===== src/design/websocket_frame_deframer_top_macros.svh =====
// assertion macros for the websocket frame deframer
`ifndef WEBSOCKET_FRAME_DEFRAMER_TOP_MACROS_SVH
`define WEBSOCKET_FRAME_DEFRAMER_TOP_MACROS_SVH

// same-cycle implication, disabled during reset
`define WSFD_ASSERT_NOW(label, clk, rst_n, ante, cons, msg) \
	label: assert property (@(posedge clk) disable iff (!rst_n) (ante) |-> (cons)) \
		else $error(msg);

// next-cycle implication, disabled during reset
`define WSFD_ASSERT_NEXT(label, clk, rst_n, ante, cons, msg) \
	label: assert property (@(posedge clk) disable iff (!rst_n) (ante) |=> (cons)) \
		else $error(msg);

`endif


===== src/design/wsfd_pkg.sv =====
// shared types and constants for the websocket frame deframer
package wsfd_pkg;

	// result codes
	localparam logic [2:0] RC_PAYLOAD = 3'd0;
	localparam logic [2:0] RC_EMPTY   = 3'd1;
	localparam logic [2:0] RC_PROTO   = 3'd2;
	localparam logic [2:0] RC_BADLEN  = 3'd3;
	localparam logic [2:0] RC_REJECT  = 3'd4;

	// configuration register indexes
	localparam logic CFG_ROLE    = 1'b0;
	localparam logic CFG_MAX_LEN = 1'b1;

	// opcode of a close frame
	localparam logic [3:0] OPC_CLOSE = 4'h8;

	// reset value of the frame length limit (10 MiB)
	localparam logic [31:0] MAX_LEN_RESET = 32'd10485760;

	// one result item
	typedef struct packed {
		logic [2:0]  code;
		logic [7:0]  payload_byte;
		logic        last_of_frame;
		logic        fin_bit;
		logic [2:0]  rsv_bits;
		logic [3:0]  frame_opcode;
		logic [31:0] frame_length;
		logic        connection_closed;
	} wsfd_result_t;

endpackage


===== src/design/wsfd_parse_core.sv =====
// frame header parser and payload unmasker, one byte per step
module wsfd_parse_core import wsfd_pkg::*; (
	input  logic         clk,
	input  logic         arst_n,
	input  logic         step,
	input  logic         kind,
	input  logic [7:0]   data_byte,
	input  logic         role_is_client,
	input  logic [31:0]  max_frame_length,
	output logic         res_valid,
	output wsfd_result_t res
);

	// parse phases
	localparam logic [2:0] PH_HDR1    = 3'd0;
	localparam logic [2:0] PH_HDR2    = 3'd1;
	localparam logic [2:0] PH_EXT16   = 3'd2;
	localparam logic [2:0] PH_EXT64   = 3'd3;
	localparam logic [2:0] PH_MASK    = 3'd4;
	localparam logic [2:0] PH_DATA    = 3'd5;
	localparam logic [2:0] PH_BLOCKED = 3'd6;

	logic [2:0]  phase_q, phase_d;
	logic        fin_q, fin_d;
	logic [2:0]  rsv_q, rsv_d;
	logic [3:0]  opc_q, opc_d;
	logic        masked_q, masked_d;
	logic [63:0] acc_q, acc_d;
	logic [3:0]  hcnt_q, hcnt_d;
	logic [31:0] key_q, key_d;
	logic [31:0] total_q, total_d;
	logic [31:0] count_q, count_d;

	// next state and result for the byte in hand
	always_comb begin
		logic        emit;
		logic        reject;
		logic        do_clear;
		logic        do_block;
		logic        known;
		logic        empty;
		logic [31:0] len;
		logic [7:0]  key_byte;
		logic [7:0]  pbyte;
		logic        last;
		logic        closed;
		logic [2:0]  code;

		phase_d  = phase_q;
		fin_d    = fin_q;
		rsv_d    = rsv_q;
		opc_d    = opc_q;
		masked_d = masked_q;
		acc_d    = acc_q;
		hcnt_d   = hcnt_q;
		key_d    = key_q;
		total_d  = total_q;
		count_d  = count_q;
		emit     = 1'b0;
		reject   = 1'b0;
		do_clear = 1'b0;
		do_block = 1'b0;
		known    = 1'b0;
		empty    = 1'b0;
		len      = '0;
		key_byte = '0;
		pbyte    = '0;
		last     = 1'b0;
		closed   = 1'b0;
		code     = RC_PAYLOAD;

		if (kind) begin
			do_clear = 1'b1;
		end else begin
			case (phase_q)
				PH_HDR1: begin
					fin_d = data_byte[7];
					rsv_d = data_byte[6:4];
					opc_d = data_byte[3:0];
					// fragmented control frame
					if (!data_byte[7] && data_byte[3]) begin
						emit     = 1'b1;
						code     = RC_PROTO;
						do_block = 1'b1;
					end else begin
						phase_d = PH_HDR2;
					end
				end
				PH_HDR2: begin
					masked_d = data_byte[7];
					acc_d    = '0;
					hcnt_d   = '0;
					total_d  = '0;
					count_d  = '0;
					key_d    = '0;
					if (opc_q[3] && (data_byte[6:0] > 7'd125)) begin
						emit     = 1'b1;
						code     = RC_PROTO;
						do_block = 1'b1;
					end else if (data_byte[6:0] == 7'd126) begin
						phase_d = PH_EXT16;
					end else if (data_byte[6:0] == 7'd127) begin
						phase_d = PH_EXT64;
					end else begin
						known = 1'b1;
						len   = {25'd0, data_byte[6:0]};
					end
				end
				PH_EXT16: begin
					acc_d  = {48'd0, acc_q[7:0], data_byte};
					hcnt_d = hcnt_q + 4'd1;
					if (hcnt_d >= 4'd2) begin
						if (acc_d[15:0] < 16'd126) begin
							emit     = 1'b1;
							code     = RC_BADLEN;
							do_block = 1'b1;
						end else begin
							known = 1'b1;
							len   = {16'd0, acc_d[15:0]};
						end
					end
				end
				PH_EXT64: begin
					acc_d  = {acc_q[55:0], data_byte};
					hcnt_d = hcnt_q + 4'd1;
					if (hcnt_d >= 4'd8) begin
						// top bit set, or above the limit on all 64 bits
						if (acc_d[63] || (acc_d[63:32] != 32'd0) ||
								(acc_d[31:0] > max_frame_length)) begin
							emit     = 1'b1;
							code     = RC_BADLEN;
							do_block = 1'b1;
						end else begin
							known = 1'b1;
							len   = acc_d[31:0];
						end
					end
				end
				PH_MASK: begin
					key_d  = {key_q[23:0], data_byte};
					hcnt_d = hcnt_q + 4'd1;
					if (hcnt_d >= 4'd4) begin
						hcnt_d = '0;
						if (total_q == 32'd0) begin
							empty = 1'b1;
						end else begin
							phase_d = PH_DATA;
						end
					end
				end
				PH_DATA: begin
					// key byte chosen by payload position, first key byte on top
					case (count_q[1:0])
						2'd0:    key_byte = key_q[31:24];
						2'd1:    key_byte = key_q[23:16];
						2'd2:    key_byte = key_q[15:8];
						default: key_byte = key_q[7:0];
					endcase
					pbyte   = masked_q ? (data_byte ^ key_byte) : data_byte;
					count_d = count_q + 32'd1;
					emit    = 1'b1;
					code    = RC_PAYLOAD;
					if (count_d >= total_q) begin
						last   = 1'b1;
						closed = (opc_q == OPC_CLOSE);
						if (closed) begin
							do_block = 1'b1;
						end else begin
							do_clear = 1'b1;
						end
					end
				end
				default: begin
					emit     = 1'b1;
					reject   = 1'b1;
					code     = RC_REJECT;
					do_block = 1'b1;
				end
			endcase

			// length settled: mask rule, then payload, key or empty frame
			if (known) begin
				total_d = len;
				hcnt_d  = '0;
				if (masked_d) begin
					if (role_is_client) begin
						emit     = 1'b1;
						code     = RC_PROTO;
						do_block = 1'b1;
					end else begin
						phase_d = PH_MASK;
					end
				end else if (!role_is_client && (len != 32'd0)) begin
					emit     = 1'b1;
					code     = RC_PROTO;
					do_block = 1'b1;
				end else if (len == 32'd0) begin
					empty = 1'b1;
				end else begin
					phase_d = PH_DATA;
				end
			end

			// frame with no payload is complete
			if (empty) begin
				emit   = 1'b1;
				code   = RC_EMPTY;
				closed = (opc_d == OPC_CLOSE);
				if (closed) begin
					do_block = 1'b1;
				end else begin
					do_clear = 1'b1;
				end
			end
		end

		// result fields taken before any clearing
		res_valid             = emit;
		res.code              = code;
		res.payload_byte      = pbyte;
		res.last_of_frame     = last;
		res.fin_bit           = reject ? 1'b0 : fin_d;
		res.rsv_bits          = reject ? 3'd0 : rsv_d;
		res.frame_opcode      = reject ? 4'd0 : opc_d;
		res.frame_length      = reject ? 32'd0 : total_d;
		res.connection_closed = closed;

		if (do_block) begin
			phase_d = PH_BLOCKED;
		end
		if (do_clear) begin
			phase_d  = PH_HDR1;
			fin_d    = 1'b0;
			rsv_d    = '0;
			opc_d    = '0;
			masked_d = 1'b0;
			acc_d    = '0;
			hcnt_d   = '0;
			key_d    = '0;
			total_d  = '0;
			count_d  = '0;
		end
	end

	// parse state
	always_ff @(posedge clk or negedge arst_n) begin
		if (!arst_n) begin
			phase_q  <= PH_HDR1;
			fin_q    <= 1'b0;
			rsv_q    <= '0;
			opc_q    <= '0;
			masked_q <= 1'b0;
			acc_q    <= '0;
			hcnt_q   <= '0;
			key_q    <= '0;
			total_q  <= '0;
			count_q  <= '0;
		end else if (step) begin
			phase_q  <= phase_d;
			fin_q    <= fin_d;
			rsv_q    <= rsv_d;
			opc_q    <= opc_d;
			masked_q <= masked_d;
			acc_q    <= acc_d;
			hcnt_q   <= hcnt_d;
			key_q    <= key_d;
			total_q  <= total_d;
			count_q  <= count_d;
		end
	end

endmodule


===== src/design/websocket_frame_deframer_top.sv =====
// websocket frame deframer top level
//
//  channel  direction  handshake               payload
//  item     in         item_valid/item_stall   kind, data_byte
//  result   out        result_valid/result_stall  result_code .. connection_closed
//  cfg      in         cfg_valid/cfg_ready     cfg_index, cfg_data
//
// one byte a cycle sustained while the result is not stalled; an item transfer reaches
// the result through the input register, then parser logic into the result register
// the parse state is updated once per byte, so the parser loop sets the rate
// reset returns parsing to the first header byte, server role, 10 MiB limit
// a held result stalls the input register; bytes giving no result still wait
// cfg_ready is always high
`include "websocket_frame_deframer_top_macros.svh"

module websocket_frame_deframer_top import wsfd_pkg::*; (
	input  logic        clk,
	input  logic        arst_n,
	// input items
	input  logic        item_valid,
	output logic        item_stall,
	input  logic        kind,
	input  logic [7:0]  data_byte,
	// result items
	output logic        result_valid,
	input  logic        result_stall,
	output logic [2:0]  result_code,
	output logic [7:0]  payload_byte,
	output logic        last_of_frame,
	output logic        fin_bit,
	output logic [2:0]  rsv_bits,
	output logic [3:0]  frame_opcode,
	output logic [31:0] frame_length,
	output logic        connection_closed,
	// configuration writes
	input  logic        cfg_valid,
	output logic        cfg_ready,
	input  logic        cfg_index,
	input  logic [31:0] cfg_data
);

	logic         role_q;
	logic [31:0]  max_len_q;
	logic         item_valid_s1;
	logic         kind_s1;
	logic [7:0]   byte_s1;
	logic         advance;
	logic         step;
	logic         core_valid;
	wsfd_result_t core_res;
	logic         result_valid_q;
	wsfd_result_t result_q;

	// configuration registers
	assign cfg_ready = 1'b1;

	always_ff @(posedge clk or negedge arst_n) begin
		if (!arst_n) begin
			role_q    <= 1'b0;
			max_len_q <= MAX_LEN_RESET;
		end else if (cfg_valid && cfg_ready) begin
			case (cfg_index)
				CFG_ROLE:    role_q    <= cfg_data[0];
				CFG_MAX_LEN: max_len_q <= cfg_data;
				default:     role_q    <= role_q;
			endcase
		end
	end

	// pipeline moves when the result register is free or being emptied
	assign advance    = !result_valid_q || !result_stall;
	assign step       = item_valid_s1 && advance;
	assign item_stall = item_valid_s1 && !advance;

	// input register
	always_ff @(posedge clk or negedge arst_n) begin
		if (!arst_n) begin
			item_valid_s1 <= 1'b0;
		end else if (item_valid && !item_stall) begin
			item_valid_s1 <= 1'b1;
		end else if (step) begin
			item_valid_s1 <= 1'b0;
		end
	end

	always_ff @(posedge clk) begin
		if (item_valid && !item_stall) begin
			kind_s1 <= kind;
			byte_s1 <= data_byte;
		end
	end

	// parser
	wsfd_parse_core u_core (
		.clk              (clk),
		.arst_n           (arst_n),
		.step             (step),
		.kind             (kind_s1),
		.data_byte        (byte_s1),
		.role_is_client   (role_q),
		.max_frame_length (max_len_q),
		.res_valid        (core_valid),
		.res              (core_res)
	);

	// result register
	always_ff @(posedge clk or negedge arst_n) begin
		if (!arst_n) begin
			result_valid_q <= 1'b0;
		end else if (advance) begin
			result_valid_q <= step && core_valid;
		end
	end

	always_ff @(posedge clk) begin
		if (step && core_valid) begin
			result_q <= core_res;
		end
	end

	assign result_valid      = result_valid_q;
	assign result_code       = result_q.code;
	assign payload_byte      = result_q.payload_byte;
	assign last_of_frame     = result_q.last_of_frame;
	assign fin_bit           = result_q.fin_bit;
	assign rsv_bits          = result_q.rsv_bits;
	assign frame_opcode      = result_q.frame_opcode;
	assign frame_length      = result_q.frame_length;
	assign connection_closed = result_q.connection_closed;

	// checks
	`WSFD_ASSERT_NOW(a_last_on_payload, clk, arst_n, result_valid_q && result_q.last_of_frame, result_q.code == RC_PAYLOAD, "last_of_frame on a non-payload result")
	`WSFD_ASSERT_NOW(a_closed_on_close, clk, arst_n, result_valid_q && result_q.connection_closed, (result_q.frame_opcode == OPC_CLOSE) && (result_q.code == RC_EMPTY || (result_q.code == RC_PAYLOAD && result_q.last_of_frame)), "close flagged outside a completed close frame")
	`WSFD_ASSERT_NOW(a_stall_cause, clk, arst_n, item_stall, item_valid_s1 && result_valid_q && result_stall, "input stalled without a blocked result")
	`WSFD_ASSERT_NEXT(a_item_held, clk, arst_n, item_valid && !item_stall, item_valid_s1, "transferred item missing from input register")

endmodule


===== config.mk =====
export PLATFORM = sky130hd
export DESIGN_NAME = websocket_frame_deframer_top
export DESIGN_NICKNAME = d
export VERILOG_FILES = /design/src/design/wsfd_pkg.sv /design/src/design/wsfd_parse_core.sv /design/src/design/websocket_frame_deframer_top.sv
export VERILOG_INCLUDE_DIRS = /design/src /design/src/design
export SDC_FILE = /design/constraint.sdc
export NUM_CORES = 1
export LEC_CHECK = 0
export BUFFER_PORTS_ARGS = -buffer_cell sky130_fd_sc_hd__buf_2
export CAP_MARGIN = 20
export CORE_MARGIN = 1
export CORE_UTILIZATION = 60
export CTS_CLUSTER_SIZE = 16
export DETAILED_ROUTE_END_ITERATION = 7
export HOLD_SLACK_MARGIN = 0.12
export PLACE_DENSITY = 0.8
export SYNTH_ARGS = -nofsm -noshare
export SYNTH_HDL_FRONTEND = slang
export SYNTH_SLANG_ARGS = --single-unit

===== constraint.sdc =====
create_clock -name clk -period 5.4 [get_ports clk]
set_input_delay 0.54 -clock clk [delete_from_list [all_inputs] [get_ports clk]]
set_output_delay 0.54 -clock clk [all_outputs]
set_load 0.01 [all_outputs]

; After elaboration in Yosys (flattened, before gate mapping)
; Cells that the tools add are included.
[word_totals]
out_inout_bits = 56
wordCells = 216
ff_bits = 265
[classes]
add_sub_neg = 2
order_cmp = 7
bitwise = 3
reduce_logical = 40
n_eq_ne = 13
mux = 126
[op_table]
columns = op, count
row1 = 2-to-1 mux 32 bit, 14
row2 = case mux 56 bit (3 select lines), 1
row3 = case mux 32 bit (2 select lines), 2
row4 = 2-to-1 mux 56 bit, 2
row5 = case mux 32 bit (3 select lines), 1
row6 = 2-to-1 mux 3 bit, 23
row7 = zero test 32 bit, 2
row8 = nonzero test 32 bit, 2
row9 = 2-to-1 mux 1 bit, 59
row10 = adder 32 x 1 -> 32 bit (second input constant), 1
row11 = greater-or-equal comparator 32 bit, 1
row12 = > comparator 32 bit, 1
row13 = 2-to-1 mux 4 bit, 8
row14 = 2-to-1 mux 8 bit, 3
row15 = case mux 8 bit (3 select lines), 1
row16 = < comparator 16 x 7 -> 1 bit (second input constant), 1
row17 = 2-to-1 mux 16 bit, 1
row18 = case mux 3 bit (5 select lines), 1
row19 = equality test 7 bit (second input constant), 2
row20 = case mux 4 bit (3 select lines), 1
row21 = AND reduction 3 bit, 4
row22 = case mux 3 bit (3 select lines), 1
row23 = equality test 4 bit (second input constant), 2
row24 = 2-to-1 mux 2 bit, 4
row25 = 30 further kinds, 53

; Longest topological paths before layout
; Gate-level depths: netlist of the first run.
[depth]
depth_word = 17
ltp_mapped = 21
depth_no_buf = 18

; By module
; A second synthesis of the first run with hierarchy kept.
[unflattened]
hier_cells = 1311
area_unflattened_um2 = 14290.0
[by_module_without_submodules]
columns = module, cells_each, n_inst, area_per_inst_um2, seq_area_each_um2
row1 = wsfd_parse_core, 1165, 1, 10933.0, 4204.0
row2 = websocket_frame_deframer_top, 146, 1, 3357.0, 2740.1

; Worst setup path after synthesis of the first run
; Ideal clock, no wire load.
[synth_path]
path_type = flip-flop to flip-flop
from = register max_len_q[23]
to = register result_q (netlist bit connection_closed) (enable)
path_stages_with_launch = 13
setup_slack_ns = 1.159
synth_period_minus_slack_ns = 4.241
t_arrival_ns = 3.832
cell_sequence = dfstp_2 > inv_1 > ha_1 > nand4_1 > nor4_1 > nand2_1 > a21boi_1 > or3_1 > and2_1 > buf_2 > o2111ai_1 > a21o_1 > o211a_1
[synth_via]
elab_chain_cells = 15
[synth_lines]
columns = element, line_no
row1 = "start, declared", websocket_frame_deframer_top.sv:43  ; logic [31:0] max_len_q;
row2 = "start signal, assigned", websocket_frame_deframer_top.sv:64  ; CFG_MAX_LEN: max_len_q <= cfg_data;
row3 = > comparator 32 bit *, wsfd_parse_core.sv:129  ; (acc_d[31:0] > max_frame_length)) begin
row4 = logical OR 1 bit *, wsfd_parse_core.sv:128  ; if (acc_d[63] || (acc_d[63:32] != 32'd0) ||
row5 = 2-to-1 mux 32 bit, wsfd_parse_core.sv:128
row6 = 2-to-1 mux 32 bit, wsfd_parse_core.sv:126  ; if (hcnt_d >= 4'd8) begin
row7 = case mux 32 bit (3 select lines), wsfd_parse_core.sv:75  ; case (phase_q)
row8 = 2-to-1 mux 32 bit, wsfd_parse_core.sv:72  ; if (kind) begin
row9 = zero test 32 bit / nonzero test 32 bit (equally long branches), "wsfd_parse_core.sv:197, wsfd_parse_core.sv:193"
row10 = 2-to-1 mux 1 bit / logical AND 1 bit (equally long branches), "wsfd_parse_core.sv:197, wsfd_parse_core.sv:193"
row11 = 2-to-1 mux 1 bit, wsfd_parse_core.sv:193  ; end else if (!role_is_client && (len != 32'd0)) begin
row12 = 2-to-1 mux 1 bit, wsfd_parse_core.sv:185  ; if (masked_d) begin
row13 = 2-to-1 mux 1 bit, wsfd_parse_core.sv:182  ; if (known) begin
row14 = 2-to-1 mux 1 bit, wsfd_parse_core.sv:72
row15 = 2-to-1 mux 1 bit *, wsfd_parse_core.sv:205  ; if (empty) begin
row16 = 2-to-1 mux 1 bit *, wsfd_parse_core.sv:72
row17 = logical AND 1 bit *, websocket_frame_deframer_top.sv:116  ; if (step && core_valid) begin
row18 = "end signal, assigned", websocket_frame_deframer_top.sv:117  ; result_q <= core_res;
row19 = "end, declared", websocket_frame_deframer_top.sv:52  ; wsfd_result_t result_q;
; Every way passes the cells marked *; elsewhere a longest branch is shown, timed or not. The select of a mux whose other input is x is not followed.
; A chain may end at the register's enable or synchronous reset.

; Worst setup path in the final report of the first run
[layout_path]
from = register u_core.count_q[1]
to = register u_core.key_q[15]
[layout_via]
elab_chain_cells = 9
[layout_lines]
columns = element, line_no
row1 = "start, declared", wsfd_parse_core.sv:32  ; logic [31:0] count_q, count_d;
row2 = "start signal, assigned", wsfd_parse_core.sv:268  ; count_q <= count_d;
row3 = adder 32 x 1 -> 32 bit *, wsfd_parse_core.sv:160  ; count_d = count_q + 32'd1;
row4 = greater-or-equal comparator 32 bit *, wsfd_parse_core.sv:163  ; if (count_d >= total_q) begin
row5 = 2-to-1 mux 1 bit *, wsfd_parse_core.sv:163
row6 = 2-to-1 mux 1 bit *, wsfd_parse_core.sv:75
row7 = 2-to-1 mux 1 bit, wsfd_parse_core.sv:209  ; if (closed) begin
row8 = 2-to-1 mux 1 bit *, wsfd_parse_core.sv:205
row9 = 2-to-1 mux 1 bit *, wsfd_parse_core.sv:72
row10 = != test 2 x 1 -> 1 bit (no line) / nonzero test 3 bit (equally long branches), n/a
row11 = AND reduction 3 bit (no line), n/a
row12 = "end signal, assigned", wsfd_parse_core.sv:266  ; key_q <= key_d;
row13 = "end, declared", wsfd_parse_core.sv:30  ; logic [31:0] key_q, key_d;
; Every way passes the cells marked *; elsewhere a longest branch is shown, timed or not.

==> impl_results.md, run 1 <==
- Status: completed
- Die H: 152 µm
- Most frequent cells in the layout: 201 x dfrtp_1, 142 x a22o_1, 100 x buf_2, 78 x inv_1, 78 x nor2_1
- Vias per std cell: 6.54
- DRC: 0
- Worst vdd ir: 0.304 mV
- Yosys warns: 0
- Setup-failing EPs final: 0
- Critical path data arrival time: 5340 ps
- Max-slew violation count: 0
- Final hold slack: 178 ps
- Final worst slack: 480 ps
- Vias in the first global route: 9877
- Max Root-Sink Buffers: 3
- Io pins: 103
- Fill count: 1585
- WL final: 33.7 mm
- Avg WL per Cell: 21.1 µm
- Clock Pin Slew Worst Setup and Hold Paths: 60 ps
- Register area share after synthesis: 0.517
- Post-route clock period utilization: 0.911
- Area contributors post-synth: dfrtp_1 37%, edfxtp_1 14%, a22o_1 9.3%
- Crit path buf inv count: 2
- Worst Hold Launch: data_byte[6]
- RSZ-0062 raised after global routing: no
- CTS root buffer: clkbuf_16
- IO buf count: 101
- Core area: 0.0219 mm²
- GP Congestion: 0.931
- Nets: 1411
- Dominant cell type by area after synthesis: dfrtp_1
- DR pass1 iterations: 5
- WS Path Type: register to register
- Slowest stage delay, CP: 560 ps
- Vias: 10500
- Worst rel slew slack: 0.507
- Pwr dens: 361 mW/mm²
- Critical path required time: 5820 ps
- P_leak: 6.95 nW
- Unique cell type count in the Yosys netlist: 73
- Worst setup path start: u_core.count_q[1]$_DFFE_PN0P_
- Antenna Cells: 0
- Startpoint Class: register
- Post-synthesis to final-layout area growth: 13.3%
- Share of layout cells above drive strength 1: 0.179
- Crit path max-delay family: simple AND/OR/NAND/NOR gates
- Fin crit period: 4920 ps
- Starting density of the core: 0.613
- Skew-Pair Late Insertion Delay: 540 ps
- CP Max Fanout: 32
- Worst-path cell with the longest stage delay: or4_1
- Clock skew: 11.4 ps
- Initial antenna violation count: 0
- HPWL after DPL: 22.4 mm
- Cells after synthesis: 1208
- Pin count of the biggest net entering global routing: 128
- Synthesized area: 0.0134 mm²
- Worst r2r src: u_core.count_q[1]$_DFFE_PN0P_
- Hold crit path type: input port to register
- 1st-iter DRT viols: 1027
- Commonest register cell after synthesis: dfrtp_1
- DP Worst Slack: 370 ps
- Max Fclk: 203 MHz
- CP Cell Sequence: ha_1, and3_1, nand3_1, nor3_1, and2_0, and3_1, nand3_1, xnor2_1, ha_1, nand4_1, or4_1, o221ai_1, o211ai_1, nand3_4, buf_4, nor3_2, buf_4, a22o_1
- Post-synth EDFFs: 62
- Die Wd: 152 µm
- Global-route wire length before repair: 53.3 mm
- Setup TNS: 0 ps
- CTS tree: done
- Synthesized net count: 1324
- Max-cap violations: 0
- Commonest non-fill, non-tap cell in the layout: dfrtp_1
- Syn Area/Cell: 11.1 µm²
- Synth Register Bits: 265
- Final ANT Viol Nets: 0
- Top cell type's share of synthesized area: 0.375
- Row cnt: 54
- DIE AREA: 0.0230 mm²
- CTS Sinks: 265
- Total gr overflow: 0
- H-tree Lvls: 1
- All-Layer GR Usage: 0.297
- Final hold vios: 0
- Least-Margin Pin Slew: 740 ps
- Critical Path End Type: register
- Num CTS Buffers: 28
- Async set or reset register ratio after synthesis: 0.766
- Final Power: 5.49 mW
[cell type report]
| class | count | area, µm² | area share |
|---|---|---|---|
| flip-flops and latches | 265 | 6940 | 0.457 |
| multi-input cells | 790 | 5910 | 0.389 |
| clock buffers | 38 | 779 | 0.0513 |
| repair buffers | 132 | 778 | 0.0512 |
| well taps | 280 | 350 | 0.0230 |
| inverters | 78 | 293 | 0.0193 |
| clock inverters | 14 | 148 | 0.00971 |
[registers in the layout, indices dropped and copies added (netlist names), 3 cells and up]
register / cells
u_core.total_q: 32
max_len_q: 32
frame_length: 32
u_core.acc_q: 56
u_core.phase_q: 3
u_core.key_q: 32
frame_opcode: 4
payload_byte: 8
u_core.count_q: 32
result_code: 3
byte_s1: 8
rsv_bits: 3
u_core.opc_q: 4
u_core.hcnt_q: 4
u_core.rsv_q: 3
[where the power goes]
| part | total (mW) | switching (mW) | leakage (nW) | internal [mW] |
|---|---|---|---|---|
| registers | 2.42 | 0.173 | 3.33 | 2.25 |
| clock network | 1.95 | 0.795 | 0.458 | 1.15 |
| logic | 1.12 | 0.714 | 3.16 | 0.407 |
[worst paths after layout]
kind,end,slack [ps],depth (start not counted)
max,u_core.key_q[15]$_DFFE_PN0P_,480,18
min,byte_s1[6]$_DFFE_PP_,180,1
max reg2reg,u_core.key_q[15]$_DFFE_PN0P_,480,18
min reg2reg,u_core.acc_q[49]$_DFFE_PN0P_,500,1
max in group asynchronous,u_core.rsv_q[1]$_DFFE_PN0P_,3700,3
min in group asynchronous,u_core.acc_q[54]$_DFFE_PN0P_,570,2
[logic make-up (layout without fill, tap and decap cells)]
group                      count (synthesis)  after routing  share of synthesized area
AOI/OAI and AO/OA                        322            322                      0.190
xor gates and xnor gates                  35             35                     0.0228
adders and majority gates                 69             69                     0.0643
buffers and inverters                    154            262                     0.0467
DFF                                      265            265                      0.517
muxes                                     46             46                     0.0378
other                                      1              1                   0.000279
and+or+nand+nor                          316            317                      0.121
[timing repair]
action	in CTS	in global routing
setup endpoints to repair	0	100
hold buffers	1	0
endpoints found under the hold margin	74	0
setup buffers	0	8
gates resized for setup	0	2
[metal layers]
layer,global-route usage,routed length [µm],part of all wire,vias to the layer above
met5,0,0,0,-
met4,0.0911,996,0.030,0
met3,0.0347,2160,0.064,80
met2,0.482,16200,0.48,473
met1,0.421,14400,0.43,5189
li1,-,-,-,4710
[worst register-to-register path: cells and delay by family, from the launching register on]
family | cells | cell delay [ps]
and+or+nand+nor | 10 | 2450
DFF | 1 | 450
adders and majority gates | 2 | 510
AOI/OAI and AO/OA | 3 | 780
buffers and inverters | 2 | 440
xor gates and xnor gates | 1 | 180
[synth_stat cells, types with 9 or more instances]
master and number:
and3_1 13, a32o_1 9, a22oi_1 32, mux2i_1 9
clkbuf_1 42, inv_1 78, o21ai_0 20, nor2_1 78
a22o_1 142, nand2_1 64, nand2b_1 11, edfxtp_1 62
and2_1 13, xnor2_1 25, mux2_2 35, a21o_1 11
xor2_1 10, nor4_1 31, dfrtp_1 201, nor3_1 19
buf_2 24, nand3_1 26, ha_1 69, nor2b_1 10
a21oi_1 37, nand4_1 25
[per-stage QoR]
| stage | util | cell area, µm² | std cells |
|---|---|---|---|
| finish | 0.695 | 15200 | 1597 |
| global route | 0.695 | 15200 | 1597 |
| CTS | 0.691 | 15100 | 1588 |
| detailed placement | 0.648 | 14200 | 1535 |
| global placement | 0.648 | 14200 | 1535 |
| floorplan | - | 13400 | 1208 |
No activity file was read; power rests on OpenSTA's default activity.
==> run 2, diff against run 1 <==
Settings changed: CORE_ASPECT_RATIO set to 0.8, SKIP_LAST_GASP set to 1.
==> impl_results.md, run 2 (synthesized netlist as in run 1, its figures left out) <==
- Status: completed
- Post-synthesis to final-layout area growth: 12.8%
- Clock Pin Slew Worst Setup and Hold Paths: 60 ps (about the same)
- R2R Path End: u_core.count_q[6]$_DFFE_PN0P_
- Max-slew violation count: 0 (unchanged)
- Hold crit path type: input port to asynchronous set/reset pin
- Worst vdd ir: 0.412 mV (+35%)
- Final core occ: 0.696 (+0.00192)
- Setup TNS: 0 ps (unchanged)
- Setup crit end: u_core.count_q[6]$_DFFE_PN0P_
- Max Root-Sink Buffers: 3 (unchanged)
- Least-Margin Pin Slew: 1060 ps (+321 ps)
- Die H: 136 µm (-10%)
- GP Congestion: 0.936 (+0.46%)
- Critical Path End Type: register
- DR pass1 iterations: 8 (+3)
- Fin cells: 1611 (+0.88%)
- Total gr overflow: 0 (unchanged)
- Worst setup path start: u_core.count_q[0]$_DFFE_PN0P_
- Final worst slack: 294 ps (-186 ps)
- Critical path data arrival time: 5520 ps (+180 ps)
- DP Worst Slack: 245 ps (-125 ps)
- Row cnt: 48 (-11%)
- # hold bufs at CTS: 0 (-1)
- Max-cap violations: 0 (unchanged)
- IO buf count: 101 (unchanged)
- Vias in the first global route: 9948 (+0.72%)
- WL final: 33.1 mm (-1.8%)
- All-Layer GR Usage: 0.297 (-0.000343)
- Placed Cells: 1560 (+1.6%)
- Avg WL per Cell: 20.5 µm (-2.7%)
- Final hold slack: 77.4 ps (-101 ps)
- HPWL after DPL: 22.4 mm (about the same)
- Startpoint Class: register
- Post-DP Area: 0.0142 mm² (+0.32%)
- Num CTS Buffers: 27 (-3.6%)
- P_leak: 6.89 nW (-0.84%)
- Antenna Cells: 0 (unchanged)
- Core area: 0.0217 mm² (-0.69%)
- Reg with most FFs: u_core.acc_q
- Io pins: 103 (unchanged)
- Clock skew: 17.5 ps (+6.12 ps)
- Max FFs per register: 56 (unchanged)
- Post-route clock period utilization: 0.946 (+0.0344)
- Final Power: 5.41 mW (-1.5%)
- Setup-failing EPs final: 0 (unchanged)
- Final hold vios: 0 (unchanged)
- Vias: 10300 (-1.5%)
- H-tree Lvls: 1 (unchanged)
- Most frequent cells in the layout: 201 x dfrtp_1, 142 x a22o_1, 100 x buf_2, 78 x inv_1, 78 x nor2_1
- Final ANT Viol Nets: 0 (unchanged)
- Worst reg2reg setup slack: 290 ps (-190 ps)
- Commonest non-fill, non-tap cell in the layout: dfrtp_1
- FF-to-FF path depth: 18 (unchanged)
- Share of layout cells above drive strength 1: 0.178 (-0.00147)
- Worst r2r src: u_core.count_q[0]$_DFFE_PN0P_
- DIE AREA: 0.0230 mm² (about the same)
- Starting density of the core: 0.617 (+0.00423)
- Vias per std cell: 6.39 (-2.4%)
- CTS tree: done
- CTS Sinks: 265 (unchanged)
- Fin area: 0.0151 mm² (-0.41%)
- CTS root buffer: clkbuf_16
- 1st-iter DRT viols: 1116 (+8.7%)
- Die Wd: 169 µm (+12%)
- Worst rel slew slack: 0.289 (-0.218)
- Initial antenna violation count: 0 (unchanged)
- Pwr dens: 357 mW/mm² (-1.1%)
- CP Max Fanout: 32 (unchanged)
- Critical path required time: 5810 ps (about the same)
- Fin crit period: 5110 ps (+186 ps)
- Nets: 1406 (-0.35%)
- WS Path Type: register to register
- Pin count of the biggest net entering global routing: 101 (-21%)
- Skew-Pair Late Insertion Delay: 540 ps (about the same)
- Global-route wire length before repair: 53.4 mm (+0.18%)
- DRC: 0 (unchanged)
- Max Fclk: 196 MHz (-3.6%)
==> run 2: cell count changes in the layout (fill, tap and decap cells not counted), sizes merged <==
cell	change
clkbuf	-2
clkinvlp	+3
buf	-3
clkinv	-2
nand3	-1
dlygate4sd3	-1
==> run 2: worst min-delay path by stage <==
| stage | start | to | cells past startpoint |
|---|---|---|---|
| 5_1_grt | arst_n | u_core.acc_q[48]$_DFFE_PN0P_ | 1 |
| 3_3_place_gp | u_core.key_q[31]$_DFFE_PN0P_ | u_core.key_q[31]$_DFFE_PN0P_ | 1 |
| 4_1_cts | arst_n | u_core.acc_q[48]$_DFFE_PN0P_ | 1 |
| 2_1_floorplan | arst_n | item_valid_s1$_DFFE_PN0P_ | 0 |
| 6_report | arst_n | u_core.acc_q[48]$_DFFE_PN0P_ | 1 |
| 3_5_place_dp | u_core.rsv_q[0]$_DFFE_PN0P_ | u_core.rsv_q[0]$_DFFE_PN0P_ | 1 |
==> run 2: metal layers <==
layer	routed length (µm)	track usage
met5	0	0
met4	1010	0.0881
met3	2610	0.0523
met2	14600	0.452
met1	14900	0.436
==> run 2: report_power, final <==
part	switching (mW)	leakage [nW]	total, mW	internal (mW)
combinational	0.731	3.14	1.13	0.397
clock	0.778	0.425	1.87	1.09
sequential	0.161	3.33	2.41	2.25
total	1.67	6.89	5.41	3.73
==> run 2: critical path, stage by stage (launching register included) <==
cell      delay, ps
dfrtp_1         430
ha_1            190
and3_1          200
nand3_1         230
nor3_2          280
and2_1          280
and3_1          220
nand3_1         100
xnor2_1         180
ha_1            320
nand4_1         130
or4_1           550
o221ai_1        300
o211ai_1        230
nand3_4         220
buf_4           340
o21ai_2         100
buf_4           280
a221o_1         380
==> run 2: cell type report <==
class / instances / area, µm²
flip-flops and latches: 265 / 6940
clock inverters: 15 / 159
well taps: 300 / 375
repair buffers: 129 / 738
clock buffers: 35 / 726
multi-input cells: 789 / 5910
fillers: 1609 / 6600
inverters: 78 / 293
==> run 2: repair_timing <==
item                                    4_1_cts  5_1_grt
endpoints found under the setup margin        0       72
resized for setup                             0        3
buffers inserted                              0        0
hold endpoints to repair                      0        0
